[config.mk]
export PLATFORM = sky130hd
export DESIGN_NAME = atu_quot
export DESIGN_NICKNAME = d
export VERILOG_FILES = /design/src/rtl/atu_pkg.sv /design/src/rtl/atu_quot.sv
export SDC_FILE = /design/constraint.sdc
export NUM_CORES = 2
export LEC_CHECK = 0
export BUFFER_PORTS_ARGS = -buffer_cell sky130_fd_sc_hd__clkbuf_2
export CAP_MARGIN = 10
export CORE_ASPECT_RATIO = 1.4
export CORE_UTILIZATION = 58
export DETAILED_ROUTE_END_ITERATION = 12
export GPL_ROUTABILITY_DRIVEN = 0
export PLACE_DENSITY = 0.77
export SLEW_MARGIN = 30
export SYNTH_ARGS = -nofsm -noshare
export SYNTH_HDL_FRONTEND = slang
export SYNTH_MEMORY_MAX_BITS = 65536
export SYNTH_SLANG_ARGS = --single-unit
[constraint.sdc]
create_clock -name clk -period 4.2 [get_ports clk]
set_input_delay 0.42 -clock clk [delete_from_list [all_inputs] [get_ports clk]]
set_output_delay 0.42 -clock clk [all_outputs]
set_load 0.01 [all_outputs]
[src/rtl/atu_pkg.sv]
// Shared types, constants and the Q1.30 multiply for the arctangent unit.
package atu_pkg;

  typedef enum logic [1:0] {
    CMD_ATAN  = 2'd0,
    CMD_ATAN2 = 2'd1,
    CMD_ACOS  = 2'd2,
    CMD_NONE  = 2'd3
  } cmd_t;

  // Flags that ride with a word from the quotient stage to the output.
  typedef struct packed {
    cmd_t cmd;
    logic xzero;
    logic xneg;
    logic yneg;
    logic ypos;
  } tag_t;

  localparam int SQRT_STEPS = 17;
  localparam int QUOT_STEPS = 31;
  localparam int RED_STEPS  = 30;

  localparam logic [31:0] ONE_Q16   = 32'd65536;
  localparam logic [31:0] TAN_3PI_8 = 32'd158218;
  localparam logic [31:0] TAN_PI_8  = 32'd27146;

  localparam logic signed [31:0] PI_HALF_Q30 = 32'sd1686629713;
  localparam logic signed [31:0] PI_QTR_Q30  = 32'sd843314857;
  localparam logic signed [31:0] PI_HALF_Q28 = 32'sd421657428;
  localparam logic signed [31:0] PI_Q28      = 32'sd843314857;
  localparam logic signed [31:0] COEF_0      = 32'sd86476423;
  localparam logic signed [31:0] COEF_1      = 32'sd149010515;
  localparam logic signed [31:0] COEF_2      = 32'sd214509035;
  localparam logic signed [31:0] COEF_3      = 32'sd357909816;

  // Q1.30 product, rounded toward zero.
  function automatic logic signed [31:0] mul_q30(input logic signed [31:0] a,
                                                 input logic signed [31:0] b);
    logic [31:0] ma;
    logic [31:0] mb;
    logic [63:0] p;
    logic [31:0] r;
    ma = a[31] ? (~a + 32'd1) : a;
    mb = b[31] ? (~b + 32'd1) : b;
    p  = {32'b0, ma} * {32'b0, mb};
    r  = p[61:30];
    return (a[31] != b[31]) ? $signed(~r + 32'd1) : $signed(r);
  endfunction

endpackage

[src/rtl/atu_quot.sv]
// Pipelined y/x quotient in Q16.16 with saturation, one bit a stage; plain atan passes |y| through.
module atu_quot (
  input  logic                clk,
  input  logic                rst_n,
  input  logic                en,
  input  logic                in_valid,
  input  atu_pkg::cmd_t       in_cmd,
  input  logic signed [31:0]  in_y,
  input  logic signed [31:0]  in_x,
  output logic                out_valid,
  output atu_pkg::tag_t       out_tag,
  output logic                out_neg,
  output logic [31:0]         out_m
);
  import atu_pkg::*;

  logic        vld_r [0:QUOT_STEPS];
  tag_t        tag_r [0:QUOT_STEPS];
  logic        ovf_r [0:QUOT_STEPS];
  logic [31:0] my_r  [0:QUOT_STEPS];
  logic [31:0] mx_r  [0:QUOT_STEPS];
  logic [47:0] rem_r [0:QUOT_STEPS];
  logic [30:0] q_r   [0:QUOT_STEPS];

  logic [31:0] my;
  logic [31:0] mx;
  logic        ovf;
  tag_t        tag_nxt;

  always_comb begin
    my  = in_y[31] ? (~in_y + 32'd1) : in_y;
    mx  = in_x[31] ? (~in_x + 32'd1) : in_x;
    ovf = {16'b0, my} >= ({16'b0, mx} << 15);
    tag_nxt.cmd   = in_cmd;
    tag_nxt.xzero = (in_x == 32'sd0);
    tag_nxt.xneg  = in_x[31];
    tag_nxt.yneg  = in_y[31];
    tag_nxt.ypos  = !in_y[31] && (in_y != 32'sd0);
  end

  always_ff @(posedge clk) begin
    if (!rst_n) begin
      vld_r[0] <= 1'b0;
    end else if (en) begin
      vld_r[0] <= in_valid;
    end
  end

  always_ff @(posedge clk) begin
    if (en) begin
      tag_r[0] <= tag_nxt;
      ovf_r[0] <= ovf;
      my_r[0]  <= my;
      mx_r[0]  <= mx;
      rem_r[0] <= {my, 16'b0};
      q_r[0]   <= '0;
    end
  end

  for (genvar k = 1; k <= QUOT_STEPS; k++) begin : g_step
    localparam int BitIdx = QUOT_STEPS - k;
    logic [62:0] den_sh;
    logic        take;

    assign den_sh = {31'b0, mx_r[k-1]} << BitIdx;
    assign take   = {15'b0, rem_r[k-1]} >= den_sh;

    always_ff @(posedge clk) begin
      if (!rst_n) begin
        vld_r[k] <= 1'b0;
      end else if (en) begin
        vld_r[k] <= vld_r[k-1];
      end
    end

    always_ff @(posedge clk) begin
      if (en) begin
        tag_r[k] <= tag_r[k-1];
        ovf_r[k] <= ovf_r[k-1];
        my_r[k]  <= my_r[k-1];
        mx_r[k]  <= mx_r[k-1];
        rem_r[k] <= take ? (rem_r[k-1] - den_sh[47:0]) : rem_r[k-1];
        q_r[k]   <= take ? (q_r[k-1] | (31'd1 << BitIdx)) : q_r[k-1];
      end
    end
  end

  // Plain atan takes the magnitude of its argument straight through.
  always_comb begin
    out_valid = vld_r[QUOT_STEPS];
    out_tag   = tag_r[QUOT_STEPS];
    if (tag_r[QUOT_STEPS].cmd == CMD_ATAN) begin
      out_neg = tag_r[QUOT_STEPS].yneg;
      out_m   = my_r[QUOT_STEPS];
    end else begin
      out_neg = tag_r[QUOT_STEPS].yneg ^ tag_r[QUOT_STEPS].xneg;
      out_m   = ovf_r[QUOT_STEPS] ? 32'h7FFF_FFFF : {1'b0, q_r[QUOT_STEPS]};
    end
  end

endmodule

-- Word-level counts from Yosys, hierarchy flattened
Memory sizes are Yosys's and may differ from the RTL's.
Cells that the tools add are included.
- $add $sub $neg: 33
- order comparisons: 32
- multiplexer cells: 104
- bitwise logic cells: 35
- reduce and logical (&&, ||, !) cells: 5
- operators by type and width (operator ; number):
    $mux 48 ; 31
    $sub 48x48->48 ; 15
    $mux 32 ; 3
    $add 32x1->32 const B ; 2
    $not 32->32 ; 2
    $ge 48x62->1 ; 1
    $mux 31 ; 2
    $ge 48x61->1 ; 1
    $ge 48x60->1 ; 1
    $ge 48x59->1 ; 1
    $ge 48x58->1 ; 1
    $ge 48x57->1 ; 1
    $ge 48x56->1 ; 1
    $ge 48x55->1 ; 1
    $ge 48x54->1 ; 1
    $ge 48x53->1 ; 1
    $ge 48x52->1 ; 1
    $ge 48x51->1 ; 1
    $ge 48x50->1 ; 1
    $ge 48x49->1 ; 1
    $ge 48x32->1 ; 1
    $ge 48x33->1 ; 1
    $ge 48x34->1 ; 1
    $ge 48x35->1 ; 1
    67 further kinds ; 136
- bits in registers: 0
- RAM bits: 4832
- input port bits: 70
- output and inout bits: 40
- word-level logic and storage cells: 216
- memories: 7
- memory list (name ; depth ; bits a word ; read ports ; clocked after memory_dff ; wr ports ; RTL line ; RTL):
    rem_r ; 32 ; 48 ; 31 ; 0 ; 32 ; atu_quot.sv:22 ; logic [47:0] rem_r [0:QUOT_STEPS];
    mx_r ; 32 ; 32 ; 31 ; 0 ; 32 ; atu_quot.sv:21 ; logic [31:0] mx_r [0:QUOT_STEPS];
    my_r ; 32 ; 32 ; 32 ; 0 ; 32 ; atu_quot.sv:20 ; logic [31:0] my_r [0:QUOT_STEPS];
    q_r ; 32 ; 31 ; 32 ; 0 ; 32 ; atu_quot.sv:23 ; logic [30:0] q_r [0:QUOT_STEPS];
    tag_r ; 32 ; 6 ; 32 ; 0 ; 32 ; atu_quot.sv:18 ; tag_t tag_r [0:QUOT_STEPS];
    ovf_r ; 32 ; 1 ; 32 ; 0 ; 32 ; atu_quot.sv:19 ; logic ovf_r [0:QUOT_STEPS];
    +1 memories ; n/a ; n/a ; n/a ; n/a ; n/a ; n/a ;

-- Longest topological paths before layout
- depth after elaboration: 4
- depth in mapped cells: 19
- depth with buffers taken out: 19

-- Worst setup path after synthesis
No wires, ideal clock.
- path kind: input-to-reg
- start: input in_y[5]
- end: memory ovf_r[0][0], data pin
- library setup time: 266 ps
- arrival: 4118 ps
- data required time: 3934 ps
- setup slack: -184 ps
- stages: 18
- buffers on the path: 0
- cells stage by stage: nor4_2 > nand2_1 > or4_1 > or4_4 > or3_1 > or3_1 > o41ai_1 > xnor2_1 > ha_1 > a21o_1 > a21oi_1 > nor2b_1 > o21ai_0 > nand2b_1 > a21oi_1 > o21ai_0 > o21ai_0 > a211oi_2
- RTL lines (what ; RTL line ; RTL):
    from (decl) ; atu_quot.sv:8 ; input logic signed [31:0] in_y,
    to (decl) ; atu_quot.sv:19 ;

==> out/metrics.yaml <==
critical_path:
  critPathKind: "register to register"
  critPathArrivalTime_ns: 4.76
  cp_max_fo: 33
  r2r_setup_slack_ns: 0.07
  end_kind: "register"
  startpoint_type: "register"
  crit_required_ns: 4.83
synthesis:
  async_flop_share_pct: 0
  synth_edf_count: 3742
  syn_area_um2: 174000
  synthFlopType: "edfxtp_1"
  yosysSeqAreaShare_pct: 64.5
  syn_nets: 14400
  synth.distinct_cells: 99
  synthCells: 13400
  syn_avg_cell_area_um2: 13.0
  ys_ff_latch: 3743
  yosysWarnings: 0
power:
  p_leak_nw: 76.2
  vdd_drop_max_v: 0.000393
  power.total_w: 0.114
  powerDensity_nw_per_um2: 584
placed_design:
  placed_cells: 17600
  dp_hpwl_mm: 285
  io_buffers: 109
clock_tree:
  cts_made_buffers: 350
  clockRootBuffer: "clkbuf_16"
  clk_pin_slew_ns: 0.06
  h-tree-depth: 5
  ctsLongestPathBuffers: 4
  clkSinkCount: 3743
  cts_tree: "yes"
  clk_latency_ns: 0.92
drt:
  dr.pass1.iters: 8
  drt_iter0_drc: 7251
  num_vias: 108000
  drtAntennaViolNets: 0
  vias_per_cell: 5.87
  postRouteWirelength_mm: 391
  drc: 0
  wl_per_cell_um: 21.4
floorplan:
  rows: 237
  dieArea_um2: 303000
  core-area_um2: 298000
  io_pins: 110
  dieWidth_um: 465
  die_h_um: 650
  start_util_pct: 58.4
timing:
  layout_min_cycle_time_ns: 4.13
  worst_pin_slew_ns: 0.995
  rsz0062_at_grt: "no"
  period_share_pct: 98.3
  clock_skew_ns: 0.0746
  drv_slew: 0
  setup_viol: 0
  slew_headroom_pct: 33.0
  hold_viol: 0
  fmax_mhz: 242
job:
  drv_cap: 0
global_routing:
  grt_pass1_vias: 110000
  antenna_found_initial: 17
  grt_max_degree: 153
  overflow: 0
  track_usage_pct: 25.5
  grt_pass1_wl_mm: 594
cells_and_area:
  final_nets: 15100
  area_growth_pct: 12.0
  drive_gt1_share_pct: 9.92
  stdcell_count: 18300
outcome:
  status: "finished, final reports clean"
min_path:
  hp-class: "primary input to register"
-- critical path: stages, from the launching register on --
cell and delay (ns):
edfxtp_1 0.40, ha_1 0.26, fa_1 0.41, nor2b_1 0.21
o31ai_1 0.16, a31oi_1 0.56, o31ai_1 0.22, buf_4 0.19
o211ai_1 0.23, nor2_1 0.08, buf_4 0.16, o22a_1 0.23
buf_12 0.19, buf_4 0.20, and2_1 0.16, a31o_2 0.20
-- report_power, final --
group	internal (W)	total (W)	switching (W)
logic	0.0133	0.0319	0.0187
registers	0.0476	0.0507	0.00310
clock network	0.0177	0.0314	0.0136
total	0.0786	0.114	0.0354
-- synthesized netlist by cell type, types with 151 or more instances --
master / count / area (µm²)
a21oi_1: 912 / 4560
nand3_1: 188 / 941
nor2_1: 749 / 2810
a21o_1: 471 / 3540
clkbuf_1: 263 / 987
inv_1: 1154 / 4330
ha_1: 905 / 11300
nand4_1: 151 / 945
nand2_1: 932 / 3500
mux2_2: 207 / 2330
edfxtp_1: 3742 / 112000
xnor2_1: 517 / 4530
xor2_1: 361 / 3160
o21ai_0: 846 / 4230
nor3_1: 159 / 796
-- registers in the layout, indices dropped and copies added, names as in the netlist --
name,cells
my_r,1024
mx_r,992
rem_r,975
q_r,496
tag_r,192
ovf_r,32
vld_r,32
-- cell usage in the layout (no fill, tap or decap), drive strengths merged, types with 361 or more instances in the layout --
cell and n:
inv 1163, a21oi 912, o21ai 853, nand2 932, a21o 471, nor2 749
xor2 361, clkbuf 519, ha 905, buf 449, xnor2 517, edfxtp 3742
-- layout make-up --
cell class	instances	area [µm²]
Tap cell	3943	4930
Sequential cell	3743	112000
Multi-Input combinational cell	8183	56600
Clock buffer	413	9230
Timing Repair Buffer	628	5490
Clock inverter	214	2060
Antenna cell	33	82.6
Inverter	1158	4350
Fill cell	21000	103000
-- cell families after synthesis --
group | synth area share [%]
buffers and inverters | 3.19
multiplexers | 1.46
XOR/XNOR | 4.41
AO/OA/AOI/OAI | 11.3
AND/OR/NAND/NOR | 8.31
flip-flops | 64.5
adder cells (fa/ha/maj) | 6.85
-- final timing paths --
kind | cells past startpoint | end | from
worst max register to register | 15 | rem_r[14][21] | mx_r[0][416]
worst min register to register | 0 | q_r[1][90] | q_r[1][59]
worst max-delay path | 15 | rem_r[14][21] | mx_r[0][416]
worst min-delay path | 2 | vld_r[16] | rst_n
-- through the flow --
stage	util, %	cell area (µm²)	TNS [ns]	setup slack (ns)	hold WS [ns]
3_5_place_dp	61.3	183000	-0.595	-0.595	0.405
2_1_floorplan	-	174000	-0.0862	-0.0862	0.400
5_1_grt	65.4	195000	0	0.000451	0.106
3_3_place_gp	61.3	183000	-0.678	-0.678	0.400
4_1_cts	65.3	195000	0	0.0714	0.0551
6_report	65.4	195000	0	0.0720	0.131
-- per-layer routing --
layer | global-route usage [%] | up-vias | wire length (µm)
li1 | - | 51000 | -
met1 | 21.5 | 51700 | 118000
met2 | 49.1 | 3225 | 214000
met3 | 4.36 | 1613 | 17000
met4 | 24.1 | 14 | 42000
met5 | 0 | - | 102
-- repair_timing --
item,CTS,global route
setup endpoints to repair,0,28
gates resized for setup,0,22
hold endpoints to repair,75,0
setup buffers,0,5
hold buffers,73,0
Power figures use the tool's default switching activity.
