<file path="src/rtl/atu_pkg.sv">
// Shared types, constants and the Q1.30 multiply for the arctangent unit.
package atu_pkg;

  typedef enum logic [1:0] {
    CMD_ATAN  = 2'd0,
    CMD_ATAN2 = 2'd1,
    CMD_ACOS  = 2'd2,
    CMD_NONE  = 2'd3
  } cmd_t;

  // Flags that ride with a word from the quotient stage to the output.
  typedef struct packed {
    cmd_t cmd;
    logic xzero;
    logic xneg;
    logic yneg;
    logic ypos;
  } tag_t;

  localparam int SQRT_STEPS = 17;
  localparam int QUOT_STEPS = 31;
  localparam int RED_STEPS  = 30;

  localparam logic [31:0] ONE_Q16   = 32'd65536;
  localparam logic [31:0] TAN_3PI_8 = 32'd158218;
  localparam logic [31:0] TAN_PI_8  = 32'd27146;

  localparam logic signed [31:0] PI_HALF_Q30 = 32'sd1686629713;
  localparam logic signed [31:0] PI_QTR_Q30  = 32'sd843314857;
  localparam logic signed [31:0] PI_HALF_Q28 = 32'sd421657428;
  localparam logic signed [31:0] PI_Q28      = 32'sd843314857;
  localparam logic signed [31:0] COEF_0      = 32'sd86476423;
  localparam logic signed [31:0] COEF_1      = 32'sd149010515;
  localparam logic signed [31:0] COEF_2      = 32'sd214509035;
  localparam logic signed [31:0] COEF_3      = 32'sd357909816;

  // Q1.30 product, rounded toward zero.
  function automatic logic signed [31:0] mul_q30(input logic signed [31:0] a,
                                                 input logic signed [31:0] b);
    logic [31:0] ma;
    logic [31:0] mb;
    logic [63:0] p;
    logic [31:0] r;
    ma = a[31] ? (~a + 32'd1) : a;
    mb = b[31] ? (~b + 32'd1) : b;
    p  = {32'b0, ma} * {32'b0, mb};
    r  = p[61:30];
    return (a[31] != b[31]) ? $signed(~r + 32'd1) : $signed(r);
  endfunction

endpackage

</file>
<file path="src/rtl/atu_root.sv">
// Acos argument clamp and pipelined integer square root of 1 - x^2.
module atu_root (
  input  logic                clk,
  input  logic                rst_n,
  input  logic                en,
  input  logic                in_valid,
  input  atu_pkg::cmd_t       in_cmd,
  input  logic signed [31:0]  in_a,
  input  logic signed [31:0]  in_b,
  output logic                out_valid,
  output atu_pkg::cmd_t       out_cmd,
  output logic signed [31:0]  out_y,
  output logic signed [31:0]  out_x
);
  import atu_pkg::*;

  logic               vld_r  [0:SQRT_STEPS];
  cmd_t               cmd_r  [0:SQRT_STEPS];
  logic signed [31:0] a_r    [0:SQRT_STEPS];
  logic signed [31:0] b_r    [0:SQRT_STEPS];
  logic [32:0]        rem_r  [0:SQRT_STEPS];
  logic [16:0]        root_r [0:SQRT_STEPS];

  logic signed [31:0] v_clamp;
  logic [16:0]        mm;
  logic [33:0]        sq;
  logic [32:0]        d_nxt;

  always_comb begin
    if (in_a < -$signed(ONE_Q16)) v_clamp = -$signed(ONE_Q16);
    else if (in_a > $signed(ONE_Q16)) v_clamp = $signed(ONE_Q16);
    else v_clamp = in_a;
    mm    = v_clamp[31] ? 17'(-v_clamp) : v_clamp[16:0];
    sq    = {17'b0, mm} * {17'b0, mm};
    d_nxt = 33'h1_0000_0000 - sq[32:0];
  end

  // Acos carries its clamped argument in place of operand b.
  always_ff @(posedge clk) begin
    if (!rst_n) begin
      vld_r[0] <= 1'b0;
    end else if (en) begin
      vld_r[0] <= in_valid;
    end
  end

  always_ff @(posedge clk) begin
    if (en) begin
      cmd_r[0]  <= in_cmd;
      a_r[0]    <= in_a;
      b_r[0]    <= (in_cmd == CMD_ACOS) ? v_clamp : in_b;
      rem_r[0]  <= d_nxt;
      root_r[0] <= '0;
    end
  end

  for (genvar k = 1; k <= SQRT_STEPS; k++) begin : g_step
    localparam int BitIdx = SQRT_STEPS - k;
    logic [34:0] term;
    logic [34:0] rem_ext;
    logic        take;

    assign term    = ({18'b0, root_r[k-1]} << (BitIdx + 1)) + (35'd1 << (2 * BitIdx));
    assign rem_ext = {2'b0, rem_r[k-1]};
    assign take    = rem_ext >= term;

    always_ff @(posedge clk) begin
      if (!rst_n) begin
        vld_r[k] <= 1'b0;
      end else if (en) begin
        vld_r[k] <= vld_r[k-1];
      end
    end

    always_ff @(posedge clk) begin
      if (en) begin
        cmd_r[k]  <= cmd_r[k-1];
        a_r[k]    <= a_r[k-1];
        b_r[k]    <= b_r[k-1];
        rem_r[k]  <= take ? 33'(rem_ext - term) : rem_r[k-1];
        root_r[k] <= take ? (root_r[k-1] | (17'd1 << BitIdx)) : root_r[k-1];
      end
    end
  end

  assign out_valid = vld_r[SQRT_STEPS];
  assign out_cmd   = cmd_r[SQRT_STEPS];
  assign out_y     = (cmd_r[SQRT_STEPS] == CMD_ACOS) ? $signed({15'b0, root_r[SQRT_STEPS]})
                                                     : a_r[SQRT_STEPS];
  assign out_x     = b_r[SQRT_STEPS];

endmodule

</file>
<file path="config.mk">
export PLATFORM = sky130hd
export DESIGN_NAME = atu_root
export DESIGN_NICKNAME = d
export VERILOG_FILES = /design/src/rtl/atu_pkg.sv /design/src/rtl/atu_root.sv
export SDC_FILE = /design/constraint.sdc
export NUM_CORES = 2
export LEC_CHECK = 0
export BUFFER_PORTS_ARGS = -buffer_cell sky130_fd_sc_hd__buf_2
export CORE_UTILIZATION = 40
export DETAILED_ROUTE_END_ITERATION = 16
export HOLD_SLACK_MARGIN = 0.12
export PLACE_DENSITY = 0.67
export SLEW_MARGIN = 20
export SYNTH_ARGS = -nofsm -noshare
export SYNTH_HDL_FRONTEND = slang
export SYNTH_SLANG_ARGS = --single-unit
export TNS_END_PERCENT = 20
</file>
<file path="constraint.sdc">
create_clock -name clk -period 9.55 [get_ports clk]
set_input_delay 1.4325 -clock clk [delete_from_list [all_inputs] [get_ports clk]]
set_output_delay 1.4325 -clock clk [all_outputs]
set_load 0.05 [all_outputs]
</file>
# Word-level counts from Yosys, hierarchy flattened

Memories as Yosys holds them, arrays and structs flattened.
Cells that the tools add are included.

Output and inout bits: 67
Word-level logic and storage cells: 144
Memories: 6
Bits in writable memories: 2106
Bits of input ports: 70
Bits in registers: 0

Memory list:

| name   | depth | bits a word | read ports | clocked after memory_dff | wr ports | line           | RTL |
|---|---|---|---|---|---|---|---|
| rem_r  | 18    | 33          | 17         | 0                        | 18       | atu_root.sv:21 | `logic [32:0] rem_r [0:SQRT_STEPS];` |
| a_r    | 18    | 32          | 18         | 0                        | 18       | atu_root.sv:19 | `logic signed [31:0] a_r [0:SQRT_STEPS];` |
| b_r    | 18    | 32          | 18         | 0                        | 18       | atu_root.sv:20 | `logic signed [31:0] b_r [0:SQRT_STEPS];` |
| root_r | 18    | 17          | 18         | 0                        | 18       | atu_root.sv:22 | `logic [16:0] root_r [0:SQRT_STEPS];` |
| cmd_r  | 18    | 2           | 18         | 0                        | 18       | atu_root.sv:18 | `cmd_t cmd_r [0:SQRT_STEPS];` |
| vld_r  | 18    | 1           | 18         | 0                        | 18       | atu_root.sv:17 | `logic vld_r [0:SQRT_STEPS];` |

Bitwise gates (word level): 18
Add/subtract/negate cells: 36
Eq/ne operators: 2
Magnitude comparators: 19
Multipliers: 1
Mux-type cells: 62

Operator list:

| kind                                                             | count |
|---|---|
| 33-bit two-way mux                                               | 17 |
| 32-bit two-way mux                                               | 4 |
| 33-bit subtractor                                                | 3 |
| 34-bit by 33-bit adder with 35-bit output, second input constant | 1 |
| 33-bit by 35-bit greater-or-equal comparator with 1-bit output   | 1 |
| 33-bit by 31-bit adder with 34-bit output, second input constant | 1 |
| 33-bit by 34-bit greater-or-equal comparator with 1-bit output   | 1 |
| 17-bit two-way mux                                               | 2 |
| 32-bit by 29-bit adder with 33-bit output, second input constant | 1 |
| 33-bit by 19-bit greater-or-equal comparator with 1-bit output   | 1 |
| 33-bit by 20-bit greater-or-equal comparator with 1-bit output   | 1 |
| 33-bit by 21-bit greater-or-equal comparator with 1-bit output   | 1 |
| 33-bit by 22-bit greater-or-equal comparator with 1-bit output   | 1 |
| 33-bit by 23-bit greater-or-equal comparator with 1-bit output   | 1 |
| 33-bit by 24-bit greater-or-equal comparator with 1-bit output   | 1 |
| 33-bit by 25-bit greater-or-equal comparator with 1-bit output   | 1 |
| 33-bit by 26-bit greater-or-equal comparator with 1-bit output   | 1 |
| 33-bit by 27-bit greater-or-equal comparator with 1-bit output   | 1 |
| 33-bit by 28-bit greater-or-equal comparator with 1-bit output   | 1 |
| 33-bit by 29-bit greater-or-equal comparator with 1-bit output   | 1 |
| 33-bit by 30-bit greater-or-equal comparator with 1-bit output   | 1 |
| 33-bit by 31-bit greater-or-equal comparator with 1-bit output   | 1 |
| 33-bit by 32-bit greater-or-equal comparator with 1-bit output   | 1 |
| 33-bit greater-or-equal comparator                               | 1 |
| other kinds (51)                                                 | 92 |

# Longest topological paths before layout

Depth in word-level cells: 7
Depth in mapped cells: 40
Mapped depth without buffers: 33

# Least setup slack after synthesis

No wires, ideal clock.

Path type: input-to-reg
Start: in in_a[10]
End: mem rem_r[0][32], data pin
Cell stages on the path: 34
Arrival time: 9.378 ns
Slack: -0.091 ns
Required time: 9.287 ns
Setup time: 0.263 ns
Path buffers: 5
Path through: or4_4 -> or2_1 -> nor4_2 -> or2_1 -> buf_2 -> buf_4 -> buf_4 -> nand2_1 -> clkbuf_1 -> ha_1 -> inv_1 -> or2_4 -> nand2_1 -> a32oi_1 -> buf_2 -> nor2_1 -> fa_1 -> inv_1 -> fa_1 -> fa_1 -> fa_1 -> fa_1 -> inv_1 -> fa_1 -> inv_1 -> ha_1 -> nand2_1 -> nor4b_1 -> a21oi_1 -> a31oi_1 -> nand2_1 -> o21ai_0 -> a311oi_1 -> xnor2_1

RTL lines:

| item               | line           | RTL |
|---|---|---|
| start: declaration | atu_root.sv:8  | `input logic signed [31:0] in_a,` |
| end: declaration   | atu_root.sv:21 |  |

==> flow_summary.json <==
{
  "ios": 137,
  "async_reset_ff_share_pct": 0,
  "io_buffer_count": 136,
  "clockRootBuffer": "clkbuf_16",
  "rows": 162,
  "hold_viol": 0,
  "multiInputGateArea_um2": 19000,
  "grt_overflow": 0,
  "path_class": "in2reg",
  "synth_cells": 4868,
  "worstHoldPathType": "reg2reg",
  "pwr_density_cell_nw_per_um2": 218,
  "regArea_um2": 57100,
  "leakage_nw": 33.6,
  "maxSlewHeadroom_pct": 27.3,
  "synth_cell_types": 96,
  "avgRoutedWirePerCell_um": 16.0,
  "worst_pin_slew_ps": 1090,
  "start_kind": "input port",
  "start_util_pct": 40.2,
  "synth.largest_area_cell": "edfxtp_1",
  "cts_tree": "yes",
  "grt_pass1_wl_um": 204000,
  "period_share_pct": 93.3,
  "synth_seq_cells": 1903,
  "nNetsFinal": 5891,
  "dr.pass1.iters": 8,
  "fin_ws_ps": 644,
  "avgSynthCellArea_um2": 16.1,
  "slew_violations": 0,
  "reg2regPathDepth": 8,
  "slowest_delay_ps": 570,
  "cts.sinks": 1903,
  "die_area_um2": 198000,
  "ir_drop_mv": 0.198,
  "clkTransAtPathRegs_ps": 60,
  "clock_latency_ps": 810,
  "synth_edf_count": 1902,
  "ys.flop_type": "edfxtp_1",
  "dr_total_vias": 37971,
  "syn_to_final_growth_pct": 14.9,
  "syn-cell-area_um2": 78400,
  "via_per_inst": 4.68,
  "antenna_found_initial": 5,
  "fill_cells": 16574,
  "layout-drive-gt1-share_pct": 12.8,
  "fmax_mhz": 112,
  "htree_levels": 4,
  "track_usage_pct": 13.1,
  "drtIter0Drc": 2731,
  "cts_buffers": 186,
  "whs_path_depth": 0,
  "finalSetupViolCount": 0,
  "chipWidth_um": 445,
  "maxCapViolCount": 0,
  "synth-warning-count": 0,
  "ant_nets": 0,
  "dp.final_hpwl_um": 93000,
  "drc": 0,
  "hold_buffers": 0,
  "setup_tns_ps": 0,
  "ys_seq_area_share_pct": 72.9,
  "routed_wl_um": 130000,
  "cp.arrival_ps": 9450,
  "grt_pass1_vias": 38783,
  "skew_ps": 40.6,
  "rsz0062_at_grt": "no",
  "core_area_um2": 195000,
  "end_kind": "register",
  "worst-path-max-fanout": 7,
  "grt_max_degree": 217,
  "cts_resized": 0,
  "die_h_um": 445,
  "place_ws_ps": -198,
  "synth_top_cell_area_share_pct": 72.9,
  "routabilityCongestion": 0.885,
  "cpMaxStageDelayCell": "fa_1",
  "cp.required_ps": 10100,
  "period_needed_ps": 8910,
  "crit_top_cell": "inv_1",
  "power_mw": 19.6,
  "cts_setup_buffers": 0,
  "rrSetupSlack_ps": 5920,
  "fin_util_pct": 46.2,
  "cts_buffer_depth": 3,
  "hold_slack_ps": 392,
  "outcome": "complete, no violations",
  "synthTopCellsByArea": "edfxtp_1 73%, fa_1 5.1%, ha_1 4.5%, inv_1 2.4%, nand2_1 1.6%"
}
[synth_stat cells, drive strengths merged, types with 70 or more instances]
library cell and instances:
edfxtp 1902, inv 512, nand2 330, ha 285, nor2 228, fa 201, o21ai 174, xnor2 131
a21oi 129, xor2 116, nor4 79, nor3 72, a21o 70
[flip-flops by register name, indices dropped and copies added (netlist names)]
register / cells
cmd_r: 36
rem_r: 544
a_r: 576
vld_r: 18
root_r: 153
b_r: 576
[cell families (layout without fill, tap and decap cells)]
logic type | Yosys count | after routing | share of synthesized area (%)
flip-flops | 1903 | 1903 | 72.9
AND/OR/NAND/NOR | 1026 | 1026 | 6.47
buffers and inverters | 595 | 1203 | 2.93
AO/OA/AOI/OAI | 566 | 566 | 4.64
adder cells (fa/ha/maj) | 486 | 486 | 9.68
XOR/XNOR | 247 | 247 | 2.77
multiplexers | 43 | 43 | 0.607
other | 2 | 16 | 0.00958
[where the power goes]
part,total [mW],switching (mW),internal (mW)
registers,10.5,0.365,10.1
logic,1.85,1.10,0.754
clock network,7.28,3.03,4.26
total,19.6,4.49,15.1
[layer usage]
| layer | share of wire [%] | GRT usage (%) | wire (um) | vias up |
|---|---|---|---|---|
| met5 | 0 | 0 | 0 | - |
| met4 | 3.5 | 5.53 | 4530 | 0 |
| met3 | 3.4 | 2.18 | 4490 | 275 |
| met2 | 52 | 23.7 | 67400 | 649 |
| met1 | 41 | 15.3 | 53800 | 18314 |
| li1 | - | - | - | 18733 |
[cell type report]
type	instances	area share [%]
inverter	515	2.15
tap	2624	3.65
antenna	2	0.00556
clock buffer	217	5.32
multi-input combinational	2382	21.1
timing repair buffer	347	2.66
clock inverter	124	1.65
sequential	1903	63.4
[critical path, delay by kind of cell]
family                   cells  cell delay (ps)
adder cells (fa/ha/maj)      8             3510
AND/OR/NAND/NOR              8             1460
AO/OA/AOI/OAI                7             1950
buffers and inverters        9             1000
XOR/XNOR                     1              100
[path summary, 6_finish.rpt]
path,from,to
worst max-delay path,in_a[27],rem_r[0][27]
worst min-delay path,b_r[13][20],b_r[14][20]
worst max register to register,root_r[11][7],rem_r[12][15]
worst min register to register,b_r[13][20],b_r[14][20]
[placed cells by master, fill, tap and decap left out, types with 47 or more instances in the layout]
cell	Yosys	layout
a21o_1	70	70
a21oi_1	129	129
buf_2	26	135
buf_4	4	202
clkbuf_16	0	187
clkinv_1	3	47
edfxtp_1	1902	1902
fa_1	201	201
ha_1	285	285
inv_1	504	504
nand2_1	328	328
nor2_1	227	227
nor3_1	72	71
nor4_1	77	76
o21ai_0	172	171
xnor2_1	130	130
xor2_1	116	116
[through the flow]
stage,instance area [um2],cells
2_1_floorplan,78400,4880
3_3_place_gp,83800,7771
3_5_place_dp,83800,7771
4_1_cts,90000,8112
5_1_grt,90100,8114
6_report,90100,8114
(Power assumes the default switching activity.)
